[src/sv/vpc_pkg.sv]
// Shared types and constants for the valve pulse controller.
// Has no dependencies; the decision logic and the top level import it.
package vpc_pkg;

   localparam int TEMP_W  = 15;
   localparam int TREND_W = 9;
   localparam int TIME_W  = 32;
   localparam int PULSE_W = 16;
   localparam int BAND_W  = 10;
   localparam int GAIN_W  = 10;
   localparam int CSR_W   = 3;
   localparam int DATA_W  = 16;

   localparam logic signed [TEMP_W-1:0]  NO_READING  = -15'sd4368;
   localparam logic signed [TREND_W-1:0] TREND_LIMIT = 9'sd70;

   localparam logic [CSR_W-1:0] CSR_TARGET_TEMP    = 3'd0;
   localparam logic [CSR_W-1:0] CSR_DEADBAND       = 3'd1;
   localparam logic [CSR_W-1:0] CSR_GAIN           = 3'd2;
   localparam logic [CSR_W-1:0] CSR_HOLD_OFF       = 3'd3;
   localparam logic [CSR_W-1:0] CSR_SHORTEST_PULSE = 3'd4;
   localparam logic [CSR_W-1:0] CSR_LONGEST_PULSE  = 3'd5;

   typedef enum logic [1:0] {
      ACTION_NONE = 2'd0,
      ACTION_UP   = 2'd1,
      ACTION_DOWN = 2'd2
   } action_type;

   typedef struct packed {
      logic signed [TEMP_W-1:0] target_temp;
      logic [BAND_W-1:0]        deadband;
      logic [GAIN_W-1:0]        gain_per_degree;
      logic [PULSE_W-1:0]       hold_off_time;
      logic [PULSE_W-1:0]       shortest_pulse;
      logic [PULSE_W-1:0]       longest_pulse;
   } config_type;

   typedef struct packed {
      logic [TIME_W-1:0]         timestamp;
      logic signed [TEMP_W-1:0]  measured_temp;
      logic signed [TREND_W-1:0] trend_direction;
      logic signed [TREND_W-1:0] trend_rate;
   } sample_type;

   typedef struct packed {
      action_type         action;
      logic [PULSE_W-1:0] pulse_length;
      logic               move;
   } decision_type;

endpackage

[src/sv/vpc_decide.sv]
// Combinational decision logic for one registered sample request.
// Depends on vpc_pkg for the configuration, sample and decision types.
module vpc_decide
   import vpc_pkg::*;
(
   input  config_type         cfg,
   input  sample_type         sample,
   input  logic [TIME_W-1:0]  last_move_time,
   output decision_type       decision
);

   logic signed [16:0] err;
   logic signed [16:0] band;
   logic signed [16:0] neg_band;
   logic [15:0]        mag;
   logic [25:0]        product;
   logic [22:0]        pulse_sum;
   logic [PULSE_W-1:0] pulse;
   logic [TIME_W-1:0]  dt;
   logic [32:0]        dt_plus_one;
   logic [35:0]        dt_scaled;
   logic [19:0]        hold_scaled;
   logic [16:0]        twice_short;
   logic [17:0]        thrice_short;
   logic               too_cold;
   logic               too_hot;
   logic               up_ready;
   logic               down_ready;
   logic               up_suppress;
   logic               down_suppress;
   logic               dir_pos;
   logic               dir_neg;
   logic               dir_ne_vel;

   always_comb begin
      err      = $signed({{2{cfg.target_temp[TEMP_W-1]}}, cfg.target_temp})
               - $signed({{2{sample.measured_temp[TEMP_W-1]}}, sample.measured_temp});
      band     = $signed({7'd0, cfg.deadband});
      neg_band = 17'sd0 - band;
      mag      = err[16] ? 16'(-err) : err[15:0];

      // The error is in 1/16 degree, so the gain product drops four fraction bits.
      product   = {10'd0, mag} * {16'd0, cfg.gain_per_degree};
      pulse_sum = {7'd0, cfg.shortest_pulse} + {1'b0, product[25:4]};
      pulse     = (pulse_sum > {7'd0, cfg.longest_pulse}) ? cfg.longest_pulse
                                                           : pulse_sum[PULSE_W-1:0];

      // The down move needs 10*dt > 13*hold - 10, taken as 10*(dt+1) > 13*hold.
      dt          = sample.timestamp - last_move_time;
      dt_plus_one = {1'b0, dt} + 33'd1;
      dt_scaled   = {dt_plus_one, 3'b000} + {2'b00, dt_plus_one, 1'b0};
      hold_scaled = {1'b0, cfg.hold_off_time, 3'b000} + {2'b00, cfg.hold_off_time, 2'b00}
                  + {4'd0, cfg.hold_off_time};
      up_ready    = dt >= {16'd0, cfg.hold_off_time};
      down_ready  = dt_scaled > {16'd0, hold_scaled};

      too_cold = (sample.measured_temp != NO_READING) && (err > band);
      too_hot  = (sample.measured_temp != NO_READING) && (err < neg_band);

      twice_short  = {cfg.shortest_pulse, 1'b0};
      thrice_short = {1'b0, cfg.shortest_pulse, 1'b0} + {2'b00, cfg.shortest_pulse};
      dir_pos      = sample.trend_direction > 9'sd0;
      dir_neg      = sample.trend_direction < 9'sd0;
      dir_ne_vel   = sample.trend_direction != sample.trend_rate;

      up_suppress   = ({1'b0, pulse} < twice_short)
                    && (dir_pos || (dir_ne_vel && (sample.trend_rate > TREND_LIMIT)));
      down_suppress = ({2'b00, pulse} < thrice_short)
                    && (dir_neg || (dir_ne_vel && (sample.trend_rate < -TREND_LIMIT)));

      decision.action       = ACTION_NONE;
      decision.pulse_length = '0;
      decision.move         = 1'b0;
      if (too_cold && up_ready) begin
         decision.move = 1'b1;
         if (!up_suppress) begin
            decision.action       = ACTION_UP;
            decision.pulse_length = pulse;
         end
      end else if (too_hot && down_ready) begin
         decision.move = 1'b1;
         if (!down_suppress) begin
            decision.action       = ACTION_DOWN;
            decision.pulse_length = pulse;
         end
      end
   end

endmodule

[src/sv/valve_pulse_controller_core.sv]
// Valve pulse controller: one decision per sample request.
// A request is held in the sample registers and decided combinationally; its result is then registered.
// Throughput is one request per cycle unless rsp_stall holds the output; the last move time is
// updated in the same cycle a result is registered, so back-to-back requests see it in order.
// Synchronous active-high reset clears the valid flags, the last move time
// and the configuration registers to their defaults. Depends on vpc_pkg and vpc_decide.
module valve_pulse_controller_core
   import vpc_pkg::*;
(
   input  logic                       clock,
   input  logic                       reset,
   input  logic                       csr_write_enable,
   input  logic [CSR_W-1:0]           csr_index,
   input  logic [DATA_W-1:0]          csr_write_data,
   input  logic                       req_valid,
   output logic                       req_stall,
   input  logic [TIME_W-1:0]          req_timestamp,
   input  logic signed [TEMP_W-1:0]   req_measured_temp,
   input  logic signed [TREND_W-1:0]  req_trend_direction,
   input  logic signed [TREND_W-1:0]  req_trend_rate,
   output logic                       rsp_valid,
   input  logic                       rsp_stall,
   output logic [1:0]                 rsp_action,
   output logic [PULSE_W-1:0]         rsp_pulse_length
);

   config_type         cfg_ff;
   config_type         cfg_in;
   sample_type         sample_ff;
   logic               in_valid_ff;
   logic               rsp_valid_ff;
   decision_type       decision;
   action_type         action_ff;
   logic [PULSE_W-1:0] pulse_ff;
   logic [TIME_W-1:0]  last_move_ff;
   logic [TIME_W-1:0]  last_move_in;
   logic               out_free;
   logic               fire;
   logic               req_take;

   vpc_decide u_decide (
      .cfg            (cfg_ff),
      .sample         (sample_ff),
      .last_move_time (last_move_ff),
      .decision       (decision)
   );

   assign out_free  = !rsp_valid_ff || !rsp_stall;
   assign fire      = in_valid_ff && out_free;
   assign req_stall = in_valid_ff && !out_free;
   assign req_take  = req_valid && !req_stall;

   always_comb begin
      cfg_in = cfg_ff;
      if (csr_write_enable) begin
         unique case (csr_index)
            CSR_TARGET_TEMP:    cfg_in.target_temp     = $signed(csr_write_data[TEMP_W-1:0]);
            CSR_DEADBAND:       cfg_in.deadband        = csr_write_data[BAND_W-1:0];
            CSR_GAIN:           cfg_in.gain_per_degree = csr_write_data[GAIN_W-1:0];
            CSR_HOLD_OFF:       cfg_in.hold_off_time   = csr_write_data;
            CSR_SHORTEST_PULSE: cfg_in.shortest_pulse  = csr_write_data;
            CSR_LONGEST_PULSE:  cfg_in.longest_pulse   = csr_write_data;
            default:            cfg_in = cfg_ff;
         endcase
      end
      last_move_in = (fire && decision.move) ? sample_ff.timestamp : last_move_ff;
   end

   always_ff @(posedge clock) begin
      if (reset) begin
         cfg_ff.target_temp     <= NO_READING;
         cfg_ff.deadband        <= '0;
         cfg_ff.gain_per_degree <= '0;
         cfg_ff.hold_off_time   <= '0;
         cfg_ff.shortest_pulse  <= '0;
         cfg_ff.longest_pulse   <= '0;
         last_move_ff           <= '0;
         in_valid_ff            <= 1'b0;
         rsp_valid_ff           <= 1'b0;
      end else begin
         cfg_ff       <= cfg_in;
         last_move_ff <= last_move_in;
         if (!in_valid_ff || out_free) begin
            in_valid_ff <= req_valid;
         end
         if (out_free) begin
            rsp_valid_ff <= in_valid_ff;
         end
      end
   end

   always_ff @(posedge clock) begin
      if (req_take) begin
         sample_ff.timestamp       <= req_timestamp;
         sample_ff.measured_temp   <= req_measured_temp;
         sample_ff.trend_direction <= req_trend_direction;
         sample_ff.trend_rate      <= req_trend_rate;
      end
      if (fire) begin
         action_ff <= decision.action;
         pulse_ff  <= decision.pulse_length;
      end
   end

   assign rsp_valid        = rsp_valid_ff;
   assign rsp_action       = action_ff;
   assign rsp_pulse_length = pulse_ff;

   a_idle_zero_pulse: assert property (@(posedge clock) disable iff (reset)
      rsp_valid_ff && (action_ff == ACTION_NONE) |-> (pulse_ff == '0))
      else $error("result with no action carries a nonzero pulse length");

   a_move_only_on_fire: assert property (@(posedge clock) disable iff (reset)
      !$stable(last_move_ff) |-> ($past(fire) || $past(reset)))
      else $error("last move time changed without a result being registered");

   a_move_takes_timestamp: assert property (@(posedge clock) disable iff (reset)
      fire && decision.move |=> (last_move_ff == $past(sample_ff.timestamp)))
      else $error("last move time did not take the request timestamp");

   a_action_has_move: assert property (@(posedge clock) disable iff (reset)
      fire && (decision.action != ACTION_NONE) |=> (last_move_ff == $past(sample_ff.timestamp)))
      else $error("valve pulse issued without recording the move time");

endmodule
[config.mk]
export PLATFORM = sky130hd
export DESIGN_NAME = valve_pulse_controller_core
export DESIGN_NICKNAME = d
export VERILOG_FILES = /design/src/sv/vpc_pkg.sv /design/src/sv/vpc_decide.sv /design/src/sv/valve_pulse_controller_core.sv
export SDC_FILE = /design/constraint.sdc
export NUM_CORES = 1
export LEC_CHECK = 0
export ABC_CLOCK_PERIOD_IN_PS = 37800
export BUFFER_PORTS_ARGS = -buffer_cell sky130_fd_sc_hd__buf_2
export CAP_MARGIN = 20
export CORE_MARGIN = 2
export CORE_UTILIZATION = 60
export CTS_CLUSTER_SIZE = 10
export DETAILED_ROUTE_END_ITERATION = 8
export GPL_ROUTABILITY_DRIVEN = 0
export GPL_TIMING_DRIVEN = 0
export PLACE_DENSITY_LB_ADDON = 0.08
export SLEW_MARGIN = 20
export SYNTH_ARGS = -nofsm -noshare
export SYNTH_HDL_FRONTEND = slang
export SYNTH_SLANG_ARGS = --single-unit
[constraint.sdc]
create_clock -name clock -period 37.8 [get_ports clock]
set_clock_uncertainty 0.15 [all_clocks]
set_input_delay 9.45 -clock clock [delete_from_list [all_inputs] [get_ports clock]]
set_output_delay 9.45 -clock clock [all_outputs]
set_load 0.005 [all_outputs]
==> run metrics, run 1 <==
CP max FO 3; drt first pass iters 6; met2 Use GR 0.539; initial antenna violation count 3; core area between 30000 and 40000 sq um; M3 GR Usage 0.0543; Chip Width a little over 200 um; number of port buffers ~110; gr busiest metal met2; most frequent cells in the layout nand2_1, ha_1, inv_1; clock latency on the worst-skew pair 0.48 ns; WL final between 60000 and 70000 um; Hold Vio Cnt, Final 0; RSZ-0062 raised after global routing no; Leak Pwr ~11 nW; Vias/cell 6.03; Post-CTS Hold Buffers 0; Die Height between 200 and 250 um; root buf cell clkbuf_16; Synth area leaders ha_1, fa_1, edfxtp_1, dfxtp_1, nand2_1; layout cells sized above 1 0.0787; worst slew pin tran 1.13 ns; global route overflow 0; status complete, no violations; Power Density 40.8 nW/um^2; number of I/O pins 109; Nets approximately 3400; worst hold path type reg -> reg; CP Launch Type primary input; clock edge transition at the registers on the reported setup and hold paths approximately 0.090 ns; Num CTS Buffers 17; DR vias about 21000; post-CTS sizing 0; Tmin final around 20 ns; Yosys cell types around 100; full die area around 40000 sq um; sequential cell area fraction in the yosys report 0.204; HPWL Detailed between 50000 and 60000 um; setup TNS 0 ns; Register Area a little under 5000 sq um; Worst VDD drop approximately 0.044 mV; EDFF count, synth 83; Post-Syn Instances 2780; worst path required time 28.20 ns; Area Growth Syn to Fin 8.38%; post-route ant nets 0; Synth Warn # 0; Setup crit end kind output pin; num rows slightly above 70; H-tree depth 4; Post-route DRC 0; Rel. slew slack 0.244; final setup margin between 15 and 20 ns; GR Util All Layers 0.311; Initial Utilization 0.611; grt met1 use 0.379; max-slew violations 0; share of flip-flops with an asynchronous set or reset 0; Net Count, Synth 3293; Max Cap Viol 0; multi-input combinational cell area between 15000 and 20000 sq um; post-synth top area share 0.156; pre-CTS setup slack roughly 18 ns; Longest Clk Path Bufs 2; Tcrit/Tclk final 0.518; ys flop type dfxtp_1; Fillers ~3300; flip-flop and latch count after synthesis 200; Routed wire per std cell 18.5 um; CP arrival 9.97 ns; leading area contributor after synthesis ha_1; largest net degree at the start of global routing 26; Iter 0 DRT Violations 1333; vias in the first global route about 20000; setup violators final 0; Peak Freq 51.1 MHz; setup repair bufs after CTS 0; first-pass GRT wire length about 100000 um; kind of critical path in -> out; Syn Area/Cell about 8.5 sq um; CTS Sinks 200; CTS tree built; Cell Area, Synth 23700 sq um; most common cell after layout, fill and taps aside nand2_1
cell type report:
cell class / instances / share of cell area
inverter: 265 / 0.0387
timing repair buffer: 112 / 0.0245
clock inverter: 15 / 0.00882
buffer: 80 / 0.0146
clock buffer: 17 / 0.0166
antenna: 3 / 0.000292
sequential: 200 / 0.188
tap: 518 / 0.0252
multi-input combinational: 2235 / 0.683
per-stage QoR:
stage	std cells	area [sq um]	utilization	power (mW)	hold WS (ns)
finish	3445	25700	0.662	1.05	0.312
detailed placement	3409	25000	0.644	0.841	0.302
CTS	3441	25700	0.661	1.04	0.314
floorplan	2780	23700	-	0.697	0.286
global placement	3405	24900	0.641	0.819	0.298
global route	3445	25700	0.662	1.13	0.343
routing by layer:
layer	up-vias	wire [um]
met5	-	0
met4	0	2690
met3	154	3810
met2	653	30700
met1	9944	26500
li1	10000	-
flip-flops by register name, indices dropped and copies added, names as in the netlist:
register / cells
cfg_ff: 83
rsp_pulse_length: 16
rsp_valid: 1
rsp_action: 2
in_valid_ff: 1
last_move_ff: 32
sample_ff: 65
final timing paths:
kind / slack (ns) / start / to / depth (start not counted)
setup / recovery: 18.23 / rsp_stall / req_stall / 3
hold / removal: 0.31 / cfg_ff[66] / cfg_ff[66] / 2
setup reg to reg: 20.95 / cfg_ff[78] / rsp_pulse_length[0] / 59
hold reg to reg: 0.31 / cfg_ff[66] / cfg_ff[66] / 2
power breakdown:
group          leakage (nW)  internal (mW)  total [mW]  switching (mW)
combinational          9.33          0.245       0.602           0.357
sequential             1.75          0.238       0.246         0.00809
clock                 0.314         0.0946       0.200           0.105
critical path: stages:
cell and delay, ns:
buf_2 0.12, and3_1 0.25, buf_2 0.14
logic make-up (layout without fill, tap and decap cells):
group / count (synthesis) / count (layout) / synth area share
other: 0 / 3 / 0
buffers and inverters: 345 / 489 / 0.0577
AND/OR/NAND/NOR: 933 / 933 / 0.200
multiplexers: 60 / 60 / 0.0261
flip-flops: 200 / 200 / 0.204
AO/OA/AOI/OAI: 647 / 647 / 0.183
XOR/XNOR: 171 / 171 / 0.0644
adder cells (fa/ha/maj): 424 / 424 / 0.264
Yosys cell counts (13+ instances only):
cell and instances:
clkbuf_1 64, nand2_1 345, edfxtp_1 83, xor2_1 52, nand2b_1 95, a21oi_1 218, inv_1 265, o21a_1 40
ha_1 296, nor3_1 44, mux2_2 14, or3_1 13, a31oi_1 18, mux2i_1 46, nor2b_1 38, o21bai_1 27
dfxtp_1 117, o21ai_0 84, nand3b_1 18, a21o_1 82, nor4_1 19, xnor2_1 115, a211oi_1 27, nand3_1 56
fa_1 128, and2_1 73, and3_1 23, nand4_1 39, nor2_1 110
Note: power is estimated with default switching activity, not from simulation.
==> run 2: changes to the inputs <==
- ABC_CLOCK_PERIOD_IN_PS: 37800 -> 17000
- CORE_UTILIZATION: 60 -> 58
- clock period: 37.8 -> 17 ns (I/O delays scaled with it)
==> run metrics, run 2 (same netlist as run 1, synthesis figures left out) <==
WL final 64600 um; Vias/cell 5.99; Post-DP Area 25000 sq um; Max Cap Viol 0; capturing point of the worst reg2reg path rsp_pulse_length[0]; H-tree depth 4; Post-route DRC 0; Register Area slightly below 5000 sq um; worst path required time ~17 ns; clock latency on the worst-skew pair 0.49 ns; Tmin final about 16 ns; full die area ~43000 sq um; global route overflow 0; Tcrit/Tclk final 0.958; clock edge transition at the registers on the reported setup and hold paths 0.08 ns; setup TNS 0 ns; Hold Vio Cnt, Final 0; Crit path top cell by count fa_1; largest net degree at the start of global routing 27; root buf cell clkbuf_16; GR Util All Layers 0.308; Routed wire per std cell ~19 um; Num CTS Buffers 17; initial antenna violation count 2; Chip Width 206 um; HPWL Detailed about 54000 um; kind of critical path reg -> reg; Rel. slew slack 0.243; CP arrival about 16 ns; most frequent cells in the layout nand2_1, ha_1, inv_1; layout cells sized above 1 0.0801; vias in the first global route roughly 20000; max incr delay on CP 0.72 ns; Initial Utilization 0.585; setup violators final 0; Power Density approximately 90 nW/um^2; CTS Sinks 200; gr busiest metal met2; Hold Path End cfg_ff[66]; max-slew violations 0; power consumption 2.32 mW; DR vias 20700; max reg flops between 80 and 90; Finished Cell Area about 26000 sq um; core area between 40000 and 50000 sq um; first-pass GRT wire length 103000 um; Die Height between 200 and 250 um; Setup crit end kind flop; CP max FO 10; worst hold path type reg -> reg; status complete, no violations; num rows 74; Worst VDD drop 0.0996 mV; Area Growth Syn to Fin 8.52%; Nets about 3400; met2 Use GR 0.532; Worst R2R Setup Slack about 0.72 ns; post-route ant nets 0; number of port buffers ~110; RR Startpoint sample_ff[18]; cell depth of the worst flop-to-flop path 60; Fillers ~3500; number of I/O pins around 110; Biggest register cfg_ff; grt met1 use 0.385; Slowest-stage cell, CP xor2_1; biggest regs cfg_ff: 83 flops, sample_ff: 65 flops, last_move_ff: 32 flops; multi-input combinational cell area roughly 18000 sq um; CP Launch Type flop; hold path depth 2; Leak Pwr between 10 and 15 nW; M3 GR Usage 0.0464; Iter 0 DRT Violations roughly 1300; drt first pass iters 8; setup repair bufs after CTS 0; CTS tree built; most common cell after layout, fill and taps aside nand2_1; worst slew pin tran approximately 1.1 ns; Longest Clk Path Bufs 2; Peak Freq between 60 and 70 MHz; Worst Hold Launch cfg_ff[66]
==> run 2: cell count changes in the layout (fill, tap and decap cells not counted), sizes merged <==
cell    change
buf         -1
inv         -2
diode       +1
clkbuf      +2
==> run 2: through the flow <==
stage	std cells	worst slack (ns)	util	hold WS [ns]
after floorplan	2780	3.48	-	0.286
after global placement	3419	0.900	0.614	0.298
after detailed placement	3423	0.506	0.617	0.310
after CTS	3455	0.410	0.632	0.321
after global routing	3455	-0.0212	0.634	0.340
final	3459	0.720	0.634	0.320
==> run 2: where the power goes <==
part	switching, mW	leakage [nW]	internal [mW]
combinational	0.802	9.35	0.546
clock	0.218	0.304	0.211
sequential	0.0177	1.75	0.529
==> run 2: area by class of cell <==
| cell class | instances | area share |
|---|---|---|
| Tap cell | 532 | 0.0259 |
| Buffer | 80 | 0.0145 |
| Sequential cell | 200 | 0.188 |
| Clock inverter | 13 | 0.00666 |
| Multi-Input combinational cell | 2235 | 0.684 |
| Antenna cell | 4 | 0.000389 |
| Clock buffer | 19 | 0.0177 |
| Inverter | 265 | 0.0387 |
| Timing Repair Buffer | 111 | 0.0242 |
==> run 2: critical path, delay by kind of cell (launching register included) <==
family | cells | cell delay [ns]
multiplexers | 1 | 0.42
AND/OR/NAND/NOR | 13 | 2.89
flip-flops | 1 | 0.41
adder cells (fa/ha/maj) | 11 | 4.34
buffers and inverters | 8 | 1.29
XOR/XNOR | 4 | 1.46
AO/OA/AOI/OAI | 23 | 5.08
==> run 2: how the worst max path moves through the flow <==
stage                   from                   end  slack (ns)  cells past startpoint
6_report       sample_ff[18]   rsp_pulse_length[0]        0.72                     60
4_1_cts        sample_ff[28]   rsp_pulse_length[0]        0.41                     61
5_1_grt        sample_ff[32]  rsp_pulse_length[13]       -0.02                     60
3_3_place_gp   sample_ff[28]   rsp_pulse_length[0]        0.90                     61
3_5_place_dp   sample_ff[28]   rsp_pulse_length[0]        0.51                     61
2_1_floorplan     cfg_ff[68]   rsp_pulse_length[0]        3.48                     62
==> run 2: routing by layer <==
metal,up-vias,part of all wire
met2,619,0.49
met3,130,0.057
met5,-,0
met1,9954,0.42
li1,10000,-
met4,0,0.033
==> run 2: what timing repair did <==
| action | CTS | global route |
|---|---|---|
| hold buffers | 0 | 0 |
| endpoints found under the setup margin | 0 | 17 |
| endpoints found under the hold margin | 0 | 0 |
| gates resized for setup | 0 | 9 |
==> run 3: changes to the inputs <==
- CORE_UTILIZATION: 58 -> 45
- GPL_ROUTABILITY_DRIVEN: 0 -> default
==> run metrics, run 3 (same netlist as run 1, synthesis figures left out) <==
Iter 0 DRT Violations between 900 and 1000; RR Startpoint sample_ff[18]; Worst Hold Launch cfg_ff[68]; Initial Utilization 0.453; Nets about 3400; Finished Cell Area approximately 26000 sq um; vias in the first global route slightly below 20000; kind of critical path reg -> reg; drt first pass iters 5; layout cells sized above 1 0.0933; Max Cap Viol 0; CP arrival 16.26 ns; worst hold path type reg -> reg; setup TNS 0 ns; Slowest-stage cell, CP fa_1; core area around 52000 sq um; H-tree depth 4; multi-input combinational cell area around 18000 sq um; Longest Clk Path Bufs 2; setup violators final 0; Peak Freq about 60 MHz; first-pass GRT wire length around 110000 um; Die Height roughly 230 um; most common cell after layout, fill and taps aside nand2_1; Tcrit/Tclk final 0.951; Routed wire per std cell between 15 and 20 um; biggest regs cfg_ff: 83 flops, sample_ff: 65 flops, last_move_ff: 32 flops; root buf cell clkbuf_16; largest net degree at the start of global routing 26; Post-route DRC 0; global route overflow 0; CP Launch Type flop; WL final 68800 um; post-route ant nets 0; initial antenna violation count 2; number of port buffers ~110; n_diodes 0; Setup crit end kind flop; Post-DP Area about 25000 sq um; Critical Path Source sample_ff[18]; worst slew pin tran 0.989 ns; max reg flops 83; HPWL Detailed about 57000 um; CTS Sinks 200; max incr delay on CP between 0.5 and 0.6 ns; Post-CTS Hold Buffers 0; full die area 54500 sq um; Num CTS Buffers 17; clock edge transition at the registers on the reported setup and hold paths around 0.090 ns; Area Growth Syn to Fin 11.0%; Power Density between 90 and 100 nW/um^2; gpl congestion around 0.91; CP max FO 10; Fillers 5038; Register Area just under 5000 sq um; Rel. slew slack 0.333; M3 GR Usage 0.0297; Crit path top cell by count fa_1; Hold Vio Cnt, Final 0; Biggest register cfg_ff; met2 Use GR 0.439; GR Util All Layers 0.253; max-slew violations 0; clock latency on the worst-skew pair around 0.5 ns; Tmin final ~16 ns; CTS tree built; number of I/O pins 109; Vias/cell ~5.6; Leak Pwr about 12 nW; worst path required time 17.09 ns; Chip Width roughly 230 um; DR vias approximately 20000; grt met1 use 0.326; Final Util 0.503; Worst VDD drop a little under 0.08 mV; num rows 84; most frequent cells in the layout nand2_1, ha_1, inv_1; status complete, no violations; gr busiest metal met2
-- run 3: cell count changes in the layout (fill, tap and decap cells not counted), moves of 3 or more --
cell	before	now
diode_2	4	0
xnor2_2	8	11
xor2_4	0	3
buf_12	3	7
buf_4	2	21
inv_16	0	4
xor2_1	51	48
xnor2_1	109	105
-- run 3: critical path: cells and delay by family, from the launching register on --
family	cells	cell delay, ns
buffers and inverters	9	1.32
AO/OA/AOI/OAI	23	5.39
AND/OR/NAND/NOR	12	2.56
XOR/XNOR	4	1.23
multiplexers	1	0.41
flip-flops	1	0.40
adder cells (fa/ha/maj)	11	4.40
-- run 3: cell type report --
class / count / share of cell area
Clock inverter: 15 / 0.00899
Inverter: 265 / 0.0378
Timing Repair Buffer: 134 / 0.0321
Sequential cell: 200 / 0.184
Clock buffer: 17 / 0.0162
Multi-Input combinational cell: 2236 / 0.674
Buffer: 80 / 0.0143
Tap cell: 688 / 0.0327
-- run 3: metal layers --
metal	vias to the layer above	wire length [um]	part of all wire
met5	-	9	0.00013
met4	2	1980	0.029
met3	98	2690	0.039
met2	418	33600	0.49
met1	9727	30600	0.44
li1	10100	-	-
-- run 3: metrics by stage --
stage                     power (mW)  setup WS, ns  hold WS [ns]  instances
after floorplan                 1.55          3.48         0.286       2780
after global placement          1.86        -0.240         0.297       3575
after detailed placement        1.90        -0.129         0.301       3579
after CTS                       2.37         0.142         0.314       3611
after global routing            2.61       -0.0279         0.339       3635
final                           2.42         0.831         0.313       3635
-- run 3: power by group --
group          switching [mW]  internal, mW
Clock                   0.248         0.211
Combinational           0.823         0.587
Sequential             0.0184         0.529
Total                    1.09          1.33
-- run 3: final timing paths --
path	endpoint	slack, ns	cells past startpoint
hold / removal	cfg_ff[68]	0.31	2
setup / recovery	rsp_pulse_length[0]	0.83	60
hold reg to reg	cfg_ff[68]	0.31	2
setup reg to reg	rsp_pulse_length[0]	0.83	60
-- run 3: repair_timing --
action	4_1_cts	5_1_grt
setup buffers	0	23
resized for setup	3	22
cloned	0	1
endpoints found under the hold margin	0	0
setup endpoints to repair	10	18
pin swaps	0	7
